## config.mk

```make
export PLATFORM = sky130hd
export DESIGN_NAME = triangle_pwm_with_deadtime
export DESIGN_NICKNAME = d
export VERILOG_FILES = /design/src/rtl/tpwm_pkg.sv /design/src/rtl/triangle_pwm_with_deadtime.sv
export VERILOG_INCLUDE_DIRS = /design/src /design/src/rtl
export SDC_FILE = /design/constraint.sdc
export NUM_CORES = 1
export LEC_CHECK = 0
export ABC_CLOCK_PERIOD_IN_PS = 22800
export BUFFER_PORTS_ARGS = -buffer_cell sky130_fd_sc_hd__buf_2
export CELL_PAD_IN_SITES_DETAIL_PLACEMENT = 1
export CELL_PAD_IN_SITES_GLOBAL_PLACEMENT = 2
export CORE_UTILIZATION = 40
export CTS_BUF_LIST = sky130_fd_sc_hd__clkbuf_4 sky130_fd_sc_hd__clkbuf_8
export DETAILED_ROUTE_END_ITERATION = 10
export GPL_TIMING_DRIVEN = 0
export PLACE_DENSITY = 0.82
export SKIP_CTS_REPAIR_TIMING = 1
export SLEW_MARGIN = 20
export SYNTH_ARGS = -nofsm -noshare
export SYNTH_HDL_FRONTEND = slang
export SYNTH_SLANG_ARGS = --single-unit
```

## constraint.sdc

```tcl
create_clock -name clk_i -period 22.8 [get_ports clk_i]
set_clock_uncertainty 0.05 [all_clocks]
set_input_delay 4.56 -clock clk_i [delete_from_list [all_inputs] [get_ports clk_i]]
set_output_delay 4.56 -clock clk_i [all_outputs]
set_load 0.02 [all_outputs]
```

## src/rtl/triangle_pwm_with_deadtime_assert.svh

```systemverilog
// Assertion macros for the triangle PWM design file.
`ifndef TRIANGLE_PWM_WITH_DEADTIME_ASSERT_SVH
`define TRIANGLE_PWM_WITH_DEADTIME_ASSERT_SVH

`ifndef ASSERT_OFF
`define TPWM_ASSERT(name, clk, rst_n, prop) \
  name: assert property (@(posedge clk) disable iff (!rst_n) prop) \
    else $error("tpwm assertion failed");
`define TPWM_ASSERT_NEVER(name, clk, rst_n, cond) \
  name: assert property (@(posedge clk) disable iff (!rst_n) !(cond)) \
    else $error("tpwm forbidden condition seen");
`else
`define TPWM_ASSERT(name, clk, rst_n, prop)
`define TPWM_ASSERT_NEVER(name, clk, rst_n, cond)
`endif

`endif

```

## src/rtl/tpwm_pkg.sv

```systemverilog
// Package with constants, register indexes and the period clamp helper of the triangle PWM.
`default_nettype none

package tpwm_pkg;

  localparam int unsigned PeriodW  = 16;
  localparam int unsigned DeadW    = 12;
  localparam int unsigned PhaseW   = 15;
  localparam int unsigned BlankW   = 13;
  localparam int unsigned CfgIdxW  = 2;
  localparam int unsigned CfgDataW = 16;

  localparam logic [CfgIdxW-1:0] CfgPeriod   = 2'd0;
  localparam logic [CfgIdxW-1:0] CfgDeadtime = 2'd1;

  localparam logic [PeriodW-1:0] PeriodMin   = 16'd2;
  localparam logic [PeriodW-1:0] PeriodMax   = 16'd32768;
  localparam logic [PeriodW-1:0] PeriodReset = 16'd1000;
  localparam logic [DeadW-1:0]   DeadReset   = 12'd10;

  function automatic logic [PeriodW-1:0] eff_period(input logic [PeriodW-1:0] raw);
    logic [PeriodW-1:0] res;
    if (raw < PeriodMin) begin
      res = PeriodMin;
    end else if (raw > PeriodMax) begin
      res = PeriodMax;
    end else begin
      res = raw;
    end
    return res;
  endfunction

endpackage

`default_nettype wire

```

## src/rtl/triangle_pwm_with_deadtime.sv

```systemverilog
// Center-aligned triangle PWM with dead time, one tick per input transaction.
//
//   ch   | dir | handshake               | payload
//   -----+-----+-------------------------+-----------------------------------------------------
//   in   | in  | in_valid_i/in_ready_o   | duty_level_i
//   out  | out | out_valid_o/out_ready_i | gate_high_o gate_low_o carrier_value_o sample_strobe_o
//   cfg  | in  | cfg_valid_i/cfg_ready_o | cfg_index_i cfg_data_i
//
// Each accepted transaction's result is registered and shown in the next cycle.
// A new tick is taken every cycle while the result register is empty or drained.
// A stall on the output holds the result and the tick state until it is taken.
// Reset clears the phase and blanks at least the first tick; no clearing pass is needed.
`default_nettype none

`include "triangle_pwm_with_deadtime_assert.svh"

module triangle_pwm_with_deadtime (
  input  wire logic                           clk_i,
  input  wire logic                           rst_ni,
  input  wire logic                           in_valid_i,
  output logic                                in_ready_o,
  input  wire logic [15:0]                    duty_level_i,
  output logic                                out_valid_o,
  input  wire logic                           out_ready_i,
  output logic                                gate_high_o,
  output logic                                gate_low_o,
  output logic [15:0]                         carrier_value_o,
  output logic                                sample_strobe_o,
  input  wire logic                           cfg_valid_i,
  output logic                                cfg_ready_o,
  input  wire logic [tpwm_pkg::CfgIdxW-1:0]   cfg_index_i,
  input  wire logic [tpwm_pkg::CfgDataW-1:0]  cfg_data_i
);

  logic [tpwm_pkg::PeriodW-1:0] period_q;
  logic [tpwm_pkg::DeadW-1:0]   dead_q;
  logic [tpwm_pkg::PhaseW-1:0]  phase_q, phase_d;
  logic [tpwm_pkg::PeriodW-1:0] last_carrier_q;
  logic                         falling_q, falling_d;
  logic                         last_falling_q;
  logic                         last_pwm_q;
  logic [tpwm_pkg::BlankW-1:0]  blank_q, blank_d, blank_eff;
  logic                         out_valid_q;
  logic                         gh_q, gl_q, strobe_q;
  logic [tpwm_pkg::PeriodW-1:0] carrier_q;

  logic                         in_acc;
  logic [tpwm_pkg::PeriodW-1:0] p_eff;
  logic [tpwm_pkg::PhaseW-1:0]  ph;
  logic [tpwm_pkg::PeriodW-1:0] twice;
  logic [tpwm_pkg::PeriodW-1:0] carrier;
  logic [tpwm_pkg::PeriodW-1:0] ph_inc;
  logic                         pwm;
  logic                         gh_d, gl_d;

  assign cfg_ready_o = 1'b1;
  assign in_ready_o  = !out_valid_q || out_ready_i;
  assign in_acc      = in_valid_i && in_ready_o;

  always_comb begin
    p_eff   = tpwm_pkg::eff_period(period_q);
    ph      = ({1'b0, phase_q} >= p_eff) ? '0 : phase_q;
    twice   = {ph, 1'b0};
    carrier = (twice >= p_eff) ? (twice - p_eff) : (p_eff - twice);
    falling_d = last_carrier_q > carrier;
    pwm     = duty_level_i > carrier;
    if (pwm != last_pwm_q) begin
      blank_eff = {1'b0, dead_q} + tpwm_pkg::BlankW'(1);
    end else begin
      blank_eff = blank_q;
    end
    if (blank_eff != '0) begin
      gh_d    = 1'b0;
      gl_d    = 1'b0;
      blank_d = blank_eff - tpwm_pkg::BlankW'(1);
    end else begin
      gh_d    = pwm;
      gl_d    = !pwm;
      blank_d = blank_eff;
    end
    ph_inc  = {1'b0, ph} + tpwm_pkg::PeriodW'(1);
    phase_d = (ph_inc >= p_eff) ? '0 : ph_inc[tpwm_pkg::PhaseW-1:0];
  end

  always_ff @(posedge clk_i or negedge rst_ni) begin
    if (!rst_ni) begin
      period_q <= tpwm_pkg::PeriodReset;
      dead_q   <= tpwm_pkg::DeadReset;
    end else if (cfg_valid_i) begin
      unique case (cfg_index_i)
        tpwm_pkg::CfgPeriod:   period_q <= cfg_data_i;
        tpwm_pkg::CfgDeadtime: dead_q   <= cfg_data_i[tpwm_pkg::DeadW-1:0];
        default: ;
      endcase
    end
  end

  always_ff @(posedge clk_i or negedge rst_ni) begin
    if (!rst_ni) begin
      phase_q        <= '0;
      last_carrier_q <= '0;
      falling_q      <= 1'b0;
      last_falling_q <= 1'b0;
      last_pwm_q     <= 1'b0;
      blank_q        <= tpwm_pkg::BlankW'(1);
    end else if (in_acc) begin
      phase_q        <= phase_d;
      last_carrier_q <= carrier;
      falling_q      <= falling_d;
      last_falling_q <= falling_q;
      last_pwm_q     <= pwm;
      blank_q        <= blank_d;
    end
  end

  always_ff @(posedge clk_i or negedge rst_ni) begin
    if (!rst_ni) begin
      out_valid_q <= 1'b0;
    end else if (in_ready_o) begin
      out_valid_q <= in_valid_i;
    end
  end

  always_ff @(posedge clk_i) begin
    if (in_acc) begin
      gh_q      <= gh_d;
      gl_q      <= gl_d;
      carrier_q <= carrier;
      strobe_q  <= falling_q != last_falling_q;
    end
  end

  assign out_valid_o     = out_valid_q;
  assign gate_high_o     = gh_q;
  assign gate_low_o      = gl_q;
  assign carrier_value_o = carrier_q;
  assign sample_strobe_o = strobe_q;

  `TPWM_ASSERT_NEVER(a_no_shoot_through, clk_i, rst_ni, out_valid_o && gate_high_o && gate_low_o)
  `TPWM_ASSERT(a_blank_gates_low, clk_i, rst_ni, (in_acc && blank_eff != '0) |=> (!gate_high_o && !gate_low_o))
  `TPWM_ASSERT(a_accept_gives_result, clk_i, rst_ni, in_acc |=> out_valid_o)

endmodule

`default_nettype wire
```

# After elaboration in Yosys (flattened, before gate mapping)
# Cells that the tools add are included.
[classes]
magnitude_cmp = 7
muxes = 7
n_eq_ne = 3
reduce_logical = 8
add_sub_neg = 5
[ops]
columns = ["operator", "count"]
rows = [
  ["$mux 16", 3],
  ["$ge 16x16->1", 2],
  ["$gt 16x16->1", 2],
  ["$sub 16x16->16", 2],
  ["$mux 15", 2],
  ["$mux 13", 2],
  ["$add 15x1->16 const B", 1],
  ["$ge 15x16->1", 1],
  ["$gt 16x16->1 const B", 1],
  ["$lt 16x2->1 const B", 1],
  ["$add 12x1->13 const B", 1],
  ["$reduce_bool 13->1", 1],
  ["$sub 13x1->13 const B", 1],
  ["$reduce_and 2->1", 2],
  ["$eq 2x1->1 const B", 1],
  ["$logic_not 1->1", 2],
  ["$logic_not 2->1", 1],
  ["$ne 1x1->1", 2],
  ["$logic_and 1x1->1", 1],
  ["$logic_or 1x1->1", 1],
]
[totals]
elab_cells = 43
regBits = 95
inputBits = 39
out_inout_bits = 22

# Logic depth before layout (Yosys ltp)
# Gate-level depths: netlist (run 1).
[depth]
word_depth = 12
mapped_depth = 49
ltp_nobuf = 45

# Worst setup path after synthesis (run 1)
# Ideal clock, no wire load.
[synth_timing]
path_type = "input-to-output"
from = "input out_ready_i"
to = "output in_ready_o"
required_ns = 18.190
stages = 1
path_buffers = 0
arrival_ns = 4.796
setup_slack_ns = 13.394
cell_sequence = "nand2b_1"
[synth_via]
elab_chain_cells = 1
[synth_rtl]
columns = ["item", "line_no", "text"]
rows = [
  ["start, declared", "triangle_pwm_with_deadtime.sv:24", "input wire logic out_ready_i,"],
  ["$logic_or 1x1->1", "triangle_pwm_with_deadtime.sv:57", "assign in_ready_o = !out_valid_q || out_ready_i;"],
  ["end, declared", "triangle_pwm_with_deadtime.sv:21", "output logic in_ready_o,"],
]
# No other way between the ends.

# Final worst setup path (run 1)
[layout_timing]
from = "register period_q[10] (netlist bit)"
to = "register blank_q[11] (netlist bit)"
[layout_via]
elab_chain_cells = 12
word_cells_on_any_way = 16
cone_classes = "add/sub (3); order compare (5); eq/ne (1); mux (6); reduce/logical (1)"
[layout_rtl]
columns = ["item", "line_no", "text"]
rows = [
  ["start, declared", "triangle_pwm_with_deadtime.sv:35", "logic [tpwm_pkg::PeriodW-1:0] period_q;"],
  ["start signal, assigned", "triangle_pwm_with_deadtime.sv:87", "period_q <= tpwm_pkg::PeriodReset;"],
  ["start signal, assigned", "triangle_pwm_with_deadtime.sv:91", "tpwm_pkg::CfgPeriod: period_q <= cfg_data_i;"],
  ["$gt 16x16->1", "tpwm_pkg.sv:25", "end else if (raw > PeriodMax) begin"],
  ["$mux 16", "tpwm_pkg.sv:25", ""],
  ["$mux 16 (*)", "tpwm_pkg.sv:23", "if (raw < PeriodMin) begin"],
  ["$ge 15x16->1", "triangle_pwm_with_deadtime.sv:62", "ph = ({1'b0, phase_q} >= p_eff) ? '0 : phase_q;"],
  ["$mux 15", "triangle_pwm_with_deadtime.sv:62", ""],
  ["$sub 16x16->16 or $ge 16x16->1 (tied branches)", "triangle_pwm_with_deadtime.sv:64", "carrier = (twice >= p_eff) ? (twice - p_eff) : (p_eff - twice);"],
  ["$mux 16 (*)", "triangle_pwm_with_deadtime.sv:64", ""],
  ["$gt 16x16->1 (*)", "triangle_pwm_with_deadtime.sv:66", "pwm = duty_level_i > carrier;"],
  ["$ne 1x1->1 (*)", "triangle_pwm_with_deadtime.sv:67", "if (pwm != last_pwm_q) begin"],
  ["$mux 13 (*)", "triangle_pwm_with_deadtime.sv:67", ""],
  ["$sub 13x1->13 or $reduce_bool 13->1 (tied branches)", "triangle_pwm_with_deadtime.sv:75, triangle_pwm_with_deadtime.sv:72", ""],
  ["$mux 13 (*)", "triangle_pwm_with_deadtime.sv:72", "if (blank_eff != '0) begin"],
  ["end signal, assigned", "triangle_pwm_with_deadtime.sv:105", "blank_q <= tpwm_pkg::BlankW'(1);"],
  ["end signal, assigned", "triangle_pwm_with_deadtime.sv:112", "blank_q <= blank_d;"],
  ["end, declared", "triangle_pwm_with_deadtime.sv:42", "logic [tpwm_pkg::BlankW-1:0] blank_q, blank_d, blank_eff;"],
]
# Mark *: on every way between the ends. The rest lies on a longest branch, timed or not.
# A chain may end at the register's enable or synchronous reset.

==> impl_metrics.py, run 1 <==
metrics = {
    "synthesis": {
        "ys_types": 82,
        "synth_top_area_frac": 0.212,
        "synth_ff_type": "dfrtp_1",
        "yosysTopAreaCell": "dfrtp_1",
        "yosysSeqAreaShare": 0.314,
        "synth_area_per_cell_um2": 8.86,
        "synth_commonest_cells": "94 x nand2_1, 93 x ha_1, 68 x inv_1, 68 x nor2_1, 67 x dfrtp_1",
        "synth.ff_latch_count": 95,
        "synthesis.instances": 893,
        "synthTopCellsByArea": "dfrtp_1 21%, ha_1 15%, edfxtp_1 7.2%",
        "synth_nets": 1027,
        "synthArstFlopShare": 0.800,
        "synth.most_common_cell": "nand2_1",
        "yosysWarnings": 0,
        "syn_area_um2": 7910,
        "synth_edf_count": 19,
    },
    "detailed_routing": {
        "routed-via-count": 6741,
        "dr.pass1.iters": 4,
        "drt-total-wl_um": 22600,
        "via_per_inst": 5.46,
        "drtAntennaViolNets": 0,
        "drt_iter0_markers": 245,
        "drc": 0,
        "avgRoutedWirePerCell_um": 18.3,
    },
    "clocking": {
        "cts_buffers": 9,
        "htree_levels": 3,
        "clock_latency_ps": 390,
        "cts_max_path_buffers": 2,
        "root_buffer": "clkbuf_8",
        "cts_tree": "yes",
        "cts.sinks": 95,
        "clkTransAtPathRegs_ps": 120,
    },
    "timing": {
        "max_freq_ghz": 0.0858,
        "period_minus_slack_ps": 11650,
        "period_share": 0.511,
        "finalMaxSlewViolations": 0,
        "slew_headroom": 0.343,
        "worstMarginPinSlew_ps": 985,
        "setup_viol": 0,
        "tns_ps": 0,
        "hold_viol": 0,
        "worst_slack_ps": 11150,
        "hold_ws_ps": 451,
        "rsz0062_at_grt": "no",
    },
    "placed_design": {
        "pre_cts_ws_ps": 11100,
        "hpwl_um": 18100,
        "place.gp.congestion": 0.827,
        "io_buffers": 59,
        "postPlaceCellArea_um2": 8600,
    },
    "floorplan": {
        "floorplan.initialDensity": 0.408,
        "num_rows": 51,
        "die_h_um": 143,
        "die_area_um2": 20300,
        "core_um2": 19400,
        "die_w_um": 143,
        "io_pins": 61,
    },
    "finish": {
        "antenna_cells": 0,
        "postLayoutCellArea_um2": 8800,
        "fin_nets": 1099,
        "final_layout_size_suffix_gt1_frac": 0.159,
        "syn2layout_area_growth_pct": 11.2,
        "utilization": 0.454,
        "nFillCells": 2397,
    },
    "grt": {
        "grt_pass1_wl_um": 37000,
        "grt_max_degree": 47,
        "gr-usage-all-layers": 0.237,
        "grt-ovfl-total": 0,
        "antenna_found_initial": 0,
        "grt_pass1_vias": 6900,
    },
    "worst_setup_path": {
        "end_kind": "register",
        "critPathRequiredTime_ps": 23030,
        "startpoint_type": "register",
        "critical_path.slowest_cell": "nor4b_1",
        "cp.arrival_ps": 11880,
        "critical-path-top-delay-family": "simple AND/OR/NAND/NOR gates",
        "cp_max_fo": 10,
        "worst-path-buf-inv": 4,
        "critical_path_class": "register to register",
        "cp_slowest_stage_delay_ps": 550,
    },
    "run": {
        "cap_violations": 0,
    },
    "pwr": {
        "peakVddDrop_mv": 0.0518,
        "p_leak_nw": 4.17,
        "power_density_nw_per_um2": 123,
    },
    "hold_path": {
        "min_path_type": "register to register",
    },
    "outcome": {
        "status": "finished, final reports clean",
    },
}
[cell type report]
class | count | area [um2] | area share
buffer | 38 | 201 | 0.0229
clock buffer | 9 | 124 | 0.0141
clock inverter | 7 | 78.8 | 0.00896
inverter | 68 | 255 | 0.0290
multi-input combinational | 692 | 4970 | 0.565
sequential | 95 | 2480 | 0.282
tap | 265 | 332 | 0.0377
timing repair buffer | 61 | 353 | 0.0401
[through the flow]
stage,instances,power (mW)
floorplan,893,0.771
global placement,1217,0.949
detailed placement,1219,0.965
CTS,1235,1.09
global route,1235,1.19
finish,1235,1.08
[worst register-to-register path: cells and delay by family (launching register included)]
family | cells | cell delay [ps]
compound gates | 9 | 2200
mux | 1 | 310
simple gates | 20 | 5170
fa+ha+maj | 4 | 1400
flops | 1 | 420
buf+inv | 4 | 1370
xor+xnor | 2 | 620
[cell usage in the layout (no fill, tap or decap), types with 4 or more instances in the layout]
master and count:
dfstp_2 9, clkbuf_1 17, nor4_1 9, nand4_1 17, nand2b_1 10, nor3b_1 5, xor2_1 28, o21ai_1 13
nor3_1 14, dfrtp_1 67, ha_1 93, xnor2_1 19, a21oi_1 48, nor2b_1 5, and3_1 11, a31oi_1 9
nand3_1 26, nand2_1 94, inv_1 68, mux2i_1 11, a21o_1 29, or3_1 7, o21ai_0 39, mux2_2 28
nor2_1 68, and2_1 6, buf_6 5, o22ai_1 5, edfxtp_1 19, o31ai_1 11, o211ai_1 7, clkbuf_8 9
o22a_1 4, buf_2 68, a211oi_1 5
[where the power goes]
group          total, mW  leakage [nW]  internal (mW)  switching [mW]
Combinational      0.686          2.96          0.270           0.416
Sequential         0.274          1.11          0.236          0.0378
Clock              0.120         0.101         0.0434          0.0766
[sequential cells by signal, summed over array words and instances, names as in the netlist]
register / count
period_q: 16
phase_q: 15
carrier_value_o: 16
blank_q: 13
sample_strobe_o: 1
dead_q: 12
last_carrier_q: 16
out_valid_o: 1
last_pwm_q: 1
falling_q: 1
gate_low_o: 1
gate_high_o: 1
last_falling_q: 1
[path summary, 6_finish.rpt]
kind                       cells past startpoint  slack, ps              start                end
min in group asynchronous                      1       4060             rst_ni         blank_q[3]
setup / recovery                              40      11150       period_q[10]        blank_q[11]
setup reg to reg                              40      11150       period_q[10]        blank_q[11]
hold / removal                                 2        450  last_carrier_q[7]  last_carrier_q[7]
max in group asynchronous                      2      17980             rst_ni        period_q[8]
hold reg to reg                                2        450  last_carrier_q[7]  last_carrier_q[7]
[per-layer routing]
metal / track usage / vias up / share of wire
li1: - / 3331 / -
met1: 0.321 / 3311 / 0.49
met2: 0.401 / 81 / 0.47
met3: 0.0285 / 18 / 0.025
met4: 0.0560 / 0 / 0.012
met5: 0 / - / 0
[logic make-up after synthesis]
kind of cell / Yosys count / share of synthesized area
AO/OA/AOI/OAI: 208 / 0.177
multiplexers: 42 / 0.0583
flip-flops: 95 / 0.314
other: 1 / 0.000474
AND/OR/NAND/NOR: 297 / 0.186
adder cells (fa/ha/maj): 96 / 0.153
buffers and inverters: 106 / 0.0576
XOR/XNOR: 48 / 0.0541
No activity file was read; power rests on OpenSTA's default activity.
==> inputs of run 2 (changes only) <==
--- a/config.mk
+++ b/config.mk
@@ -6,15 +6,15 @@
 export SDC_FILE = /design/constraint.sdc
 export NUM_CORES = 1
 export LEC_CHECK = 0
-export ABC_CLOCK_PERIOD_IN_PS = 22800
+export ABC_CLOCK_PERIOD_IN_PS = 11000
 export BUFFER_PORTS_ARGS = -buffer_cell sky130_fd_sc_hd__buf_2
 export CELL_PAD_IN_SITES_DETAIL_PLACEMENT = 1
 export CELL_PAD_IN_SITES_GLOBAL_PLACEMENT = 2
-export CORE_UTILIZATION = 40
+export CORE_UTILIZATION = 39
 export CTS_BUF_LIST = sky130_fd_sc_hd__clkbuf_4 sky130_fd_sc_hd__clkbuf_8
 export DETAILED_ROUTE_END_ITERATION = 10
 export GPL_TIMING_DRIVEN = 0
-export PLACE_DENSITY = 0.82
+export PLACE_DENSITY = 0.81
 export SKIP_CTS_REPAIR_TIMING = 1
 export SLEW_MARGIN = 20
 export SYNTH_ARGS = -nofsm -noshare
==> constraint.sdc (replaced) <==
create_clock -name clk_i -period 11 [get_ports clk_i]
set_clock_uncertainty 0.05 [all_clocks]
set_input_delay 2.2 -clock clk_i [delete_from_list [all_inputs] [get_ports clk_i]]
set_output_delay 2.2 -clock clk_i [all_outputs]
set_load 0.02 [all_outputs]
==> run 2 against run 1 <==
  * Wire length increased by 0.23%
  * Via count increased by 0.39%
  * Highest routed layer unchanged
  * Critical endpoint is now blank_q[5]
  * Largest power group unchanged
  * Critical path depth increased by 3
  * Hold slack got worse by 2.9 ps
  * Global-route usage decreased by 0.26 points
  * Worst setup slack got worse by 10000 ps
  * Design area increased by 1.4%
==> impl_metrics.py, run 2 (synthesis gave the netlist of run 1 again) <==
metrics = {
    "timing": {
        "tns_ps": 0,
        "setup_viol": 0,
        "finalMaxSlewViolations": 0,
        "hold_ws_ps": 448,
        "slew_headroom": 0.519,
        "period_minus_slack_ps": 10180,
        "hold_viol": 0,
        "period_share": 0.925,
        "max_freq_ghz": 0.0982,
        "worstMarginPinSlew_ps": 721,
    },
    "clocking": {
        "htree_levels": 3,
        "cts.sinks": 95,
        "clkTransAtPathRegs_ps": 110,
        "cts_max_path_buffers": 2,
        "cts_buffers": 9,
        "root_buffer": "clkbuf_8",
        "clock_latency_ps": 400,
        "cts_tree": "yes",
    },
    "detailed_routing": {
        "avgRoutedWirePerCell_um": 18.3,
        "routed-via-count": 6767,
        "wirelength_met1_um": 11300,
        "drtAntennaViolNets": 0,
        "dr.max_layer_used": "met4",
        "dr.pass1.iters": 4,
        "drc": 0,
        "drt-total-wl_um": 22600,
        "via_per_inst": 5.46,
        "route.met3.wl_um": 419,
        "wl_met2_um": 10500,
        "drt_iter0_markers": 259,
    },
    "grt": {
        "grt_pass1_wl_um": 37300,
        "antenna_found_initial": 0,
        "grt_pass1_vias": 7016,
        "grt-ovfl-total": 0,
        "gr-usage-all-layers": 0.234,
        "grt_max_degree": 49,
    },
    "hold_path": {
        "min_path_type": "register to register",
        "hp-start": "last_carrier_q[0]",
    },
    "finish": {
        "nFillCells": 2366,
        "final_layout_size_suffix_gt1_frac": 0.176,
        "final_cell_mix": "93 x nand2_1, 93 x ha_1, 68 x inv_1, 68 x buf_2",
        "antenna_cells": 0,
        "fin_nets": 1104,
        "syn2layout_area_growth_pct": 12.8,
        "fin_cells": 1240,
        "utilization": 0.454,
    },
    "outcome": {
        "status": "finished, final reports clean",
    },
    "pwr": {
        "p_leak_nw": 4.22,
        "p_int_mw": 1.17,
        "finalPower_mw": 2.29,
        "p_seq_frac": 0.249,
        "combPwrFrac": 0.642,
        "clock_power_share": 0.110,
        "peakVddDrop_mv": 0.0847,
        "power_switching_mw": 1.12,
        "switching_share": 0.489,
        "power_density_nw_per_um2": 257,
    },
    "placed_design": {
        "place.gp.congestion": 0.819,
        "io_buffers": 59,
        "hpwl_um": 18000,
        "place_inst": 1219,
    },
    "floorplan": {
        "core_um2": 19700,
        "die_area_um2": 20900,
        "die_h_um": 144,
        "die_w_um": 144,
        "num_rows": 51,
        "io_pins": 61,
        "floorplan.initialDensity": 0.403,
    },
    "worst_setup_path": {
        "r2r_start": "period_q[10]",
        "end_kind": "register",
        "critical_path.slowest_cell": "dfrtp_1",
        "critical_path_class": "register to register",
        "critPathRequiredTime_ps": 11240,
        "cp.arrival_ps": 10420,
        "cp_slowest_stage_delay_ps": 420,
        "r2r_slack_ps": 820,
        "startpoint_type": "register",
        "startpoint": "period_q[10]",
        "cp_max_fo": 10,
    },
    "run": {
        "cap_violations": 0,
    },
}
==> run 2: path summary, 6_finish.rpt <==
check / to / depth (start not counted)
worst max-delay path: blank_q[5] / 43
worst min-delay path: last_carrier_q[0] / 2
worst max register to register: blank_q[5] / 43
worst min register to register: last_carrier_q[0] / 2
max in group asynchronous: period_q[9] / 2
min in group asynchronous: last_carrier_q[3] / 1
==> run 2: stage by stage <==
step	cell area (um2)	setup slack (ps)
detailed placement	8610	-594
finish	8920	821
global route	8920	-20.7
CTS	8820	-693
global placement	8540	-701
floorplan	7910	2010
==> run 2: worst max-delay path: cells and delay by family (launching register included) <==
family	cells	cell delay, ps
multiplexers	3	780
adder cells (fa/ha/maj)	4	1390
flip-flops	1	420
XOR/XNOR	3	660
AO/OA/AOI/OAI	15	3150
buffers and inverters	3	550
AND/OR/NAND/NOR	15	3050
==> run 2: per-layer routing <==
layer  track usage  vias up
met5             0        -
met4        0.0620        0
met3        0.0222       16
met2         0.389       82
met1         0.323     3331
li1              -     3338
==> run 2: power by group through the flow <==
stage	Combinational, mW	Sequential (mW)	Clock (mW)
final	1.47	0.570	0.251
after detailed placement	1.43	0.576	0
after global routing	1.66	0.587	0.273
after global placement	1.40	0.572	0
after CTS	1.44	0.569	0.261
after floorplan	1.02	0.583	0
==> run 2: area by class of cell <==
class / instances / area [um2] / area share
plain buffers: 37 / 200 / 0.0224
clock buffers: 9 / 124 / 0.0139
clock inverters: 7 / 83.8 / 0.00939
inverters: 68 / 255 / 0.0286
multi-input cells: 692 / 5050 / 0.566
flip-flops and latches: 95 / 2480 / 0.278
well taps: 265 / 332 / 0.0372
repair buffers: 67 / 398 / 0.0446
==> inputs of run 3 (changes only) <==
--- a/config.mk
+++ b/config.mk
@@ -10,10 +10,10 @@
 export BUFFER_PORTS_ARGS = -buffer_cell sky130_fd_sc_hd__buf_2
 export CELL_PAD_IN_SITES_DETAIL_PLACEMENT = 1
 export CELL_PAD_IN_SITES_GLOBAL_PLACEMENT = 2
+export CORE_ASPECT_RATIO = 0.5
 export CORE_UTILIZATION = 39
 export CTS_BUF_LIST = sky130_fd_sc_hd__clkbuf_4 sky130_fd_sc_hd__clkbuf_8
 export DETAILED_ROUTE_END_ITERATION = 10
-export GPL_TIMING_DRIVEN = 0
 export PLACE_DENSITY = 0.81
 export SKIP_CTS_REPAIR_TIMING = 1
 export SLEW_MARGIN = 20
==> run 3 against run 2 <==
  * Clock power grew 4%
  * Flip-flop and latch count unchanged
  * Utilization fell by 1.4 points
  * Critical endpoint unchanged
==> impl_metrics.py, run 3 (synthesis gave the netlist of run 1 again) <==
metrics = {
    "outcome": {
        "status": "finished, final reports clean",
    },
    "worst_setup_path": {
        "cp.arrival_ps": 10430,
        "critPathRequiredTime_ps": 11280,
        "cp_slowest_stage_delay_ps": 510,
        "critical_path_class": "register to register",
        "end_kind": "register",
        "critical_path.slowest_cell": "ha_1",
        "cp_max_fo": 23,
        "startpoint_type": "register",
    },
    "finish": {
        "postLayoutCellArea_um2": 8660,
        "final_cell_mix": "93 x nand2_1, 93 x ha_1, 68 x inv_1, 68 x nor2_1, 67 x dfrtp_1",
        "fin_nets": 1067,
        "syn2layout_area_growth_pct": 9.44,
        "antenna_cells": 0,
        "final_layout_size_suffix_gt1_frac": 0.158,
        "nFillCells": 2329,
        "utilization": 0.440,
        "fin_cells": 1204,
    },
    "placed_design": {
        "io_buffers": 59,
        "hpwl_um": 18600,
        "place.gp.congestion": 0.876,
        "place_inst": 1188,
        "postPlaceCellArea_um2": 8410,
        "pre_cts_ws_ps": 383,
    },
    "floorplan": {
        "floorplan.initialDensity": 0.402,
        "die_w_um": 203,
        "core_um2": 19700,
        "num_rows": 36,
        "io_pins": 61,
        "die_h_um": 103,
        "die_area_um2": 20900,
    },
    "timing": {
        "period_share": 0.922,
        "setup_viol": 0,
        "rsz0062_at_grt": "no",
        "worstMarginPinSlew_ps": 1050,
        "hold_ws_ps": 453,
        "worst_slack_ps": 857,
        "hold_viol": 0,
        "period_minus_slack_ps": 10140,
        "slew_headroom": 0.297,
        "max_freq_ghz": 0.0986,
        "finalMaxSlewViolations": 0,
        "tns_ps": 0,
    },
    "detailed_routing": {
        "avgRoutedWirePerCell_um": 19.6,
        "via_per_inst": 5.59,
        "drt_iter0_markers": 282,
        "routed-via-count": 6732,
        "drt-total-wl_um": 23600,
        "drc": 0,
        "dr.pass1.iters": 4,
        "drtAntennaViolNets": 0,
    },
    "grt": {
        "grt_pass1_wl_um": 38100,
        "grt_pass1_vias": 6928,
        "gr-usage-all-layers": 0.239,
        "antenna_found_initial": 0,
        "grt_max_degree": 77,
        "grt-ovfl-total": 0,
    },
    "clocking": {
        "root_buffer": "clkbuf_8",
        "htree_levels": 3,
        "clkTransAtPathRegs_ps": 110,
        "clock_latency_ps": 440,
        "cts.sinks": 95,
        "cts_buffers": 9,
        "cts_max_path_buffers": 2,
        "cts_tree": "yes",
    },
    "pwr": {
        "peakVddDrop_mv": 0.0852,
        "p_seq_frac": 0.260,
        "switching_share": 0.487,
        "combPwrFrac": 0.624,
        "p_leak_nw": 4.09,
        "p_int_mw": 1.16,
        "power_switching_mw": 1.10,
        "clock_power_share": 0.115,
        "finalPower_mw": 2.26,
        "power_density_nw_per_um2": 261,
    },
    "hold_path": {
        "min_path_type": "register to register",
    },
    "run": {
        "cap_violations": 0,
    },
}
## run 3: cell count changes in the layout (fill, tap and decap cells not counted), sizes merged
| cell | before | now |
|---|---|---|
| clkinv | 4 | 1 |
| buf | 87 | 67 |
| bufinv | 0 | 1 |
| clkbuf | 26 | 11 |
## run 3: cell type report
cell class | count | area [um2] | area share
well taps | 266 | 333 | 0.0384
clock buffers | 11 | 139 | 0.0160
multi-input cells | 692 | 5020 | 0.580
inverters | 68 | 255 | 0.0295
repair buffers | 67 | 362 | 0.0418
flip-flops and latches | 95 | 2480 | 0.287
clock inverters | 5 | 67.6 | 0.00780
## run 3: per-layer routing
| metal | GRT usage | part of all wire |
|---|---|---|
| met5 | 0 | 0 |
| met4 | 0.0630 | 0.014 |
| met3 | 0.0534 | 0.029 |
| met2 | 0.372 | 0.43 |
| met1 | 0.337 | 0.53 |
## run 3: worst paths after layout
kind                                    start                  to  slack [ps]  cells after the start
min in group asynchronous              rst_ni         blank_q[10]        1750                      1
max                              period_q[10]          blank_q[5]         860                     38
max in group asynchronous              rst_ni          phase_q[9]        8610                      1
max reg2reg                      period_q[10]          blank_q[5]         860                     38
min                        last_carrier_q[11]  last_carrier_q[11]         450                      2
min reg2reg                last_carrier_q[11]  last_carrier_q[11]         450                      2
## run 3: power groups by stage
stage | Sequential, mW | Clock (mW) | Combinational (mW)
6_report | 0.588 | 0.260 | 1.41
5_1_grt | 0.603 | 0.281 | 1.58
4_1_cts | 0.585 | 0.270 | 1.41
3_5_place_dp | 0.591 | 0 | 1.40
3_3_place_gp | 0.587 | 0 | 1.36
2_1_floorplan | 0.583 | 0 | 1.02
## run 3: critical path: cells and delay by family, from the launching register on
kind | cells | cell delay [ps]
XOR/XNOR | 3 | 800
AO/OA/AOI/OAI | 10 | 2350
multiplexers | 2 | 470
flip-flops | 1 | 410
buffers and inverters | 2 | 180
adder cells (fa/ha/maj) | 4 | 1460
AND/OR/NAND/NOR | 17 | 4320
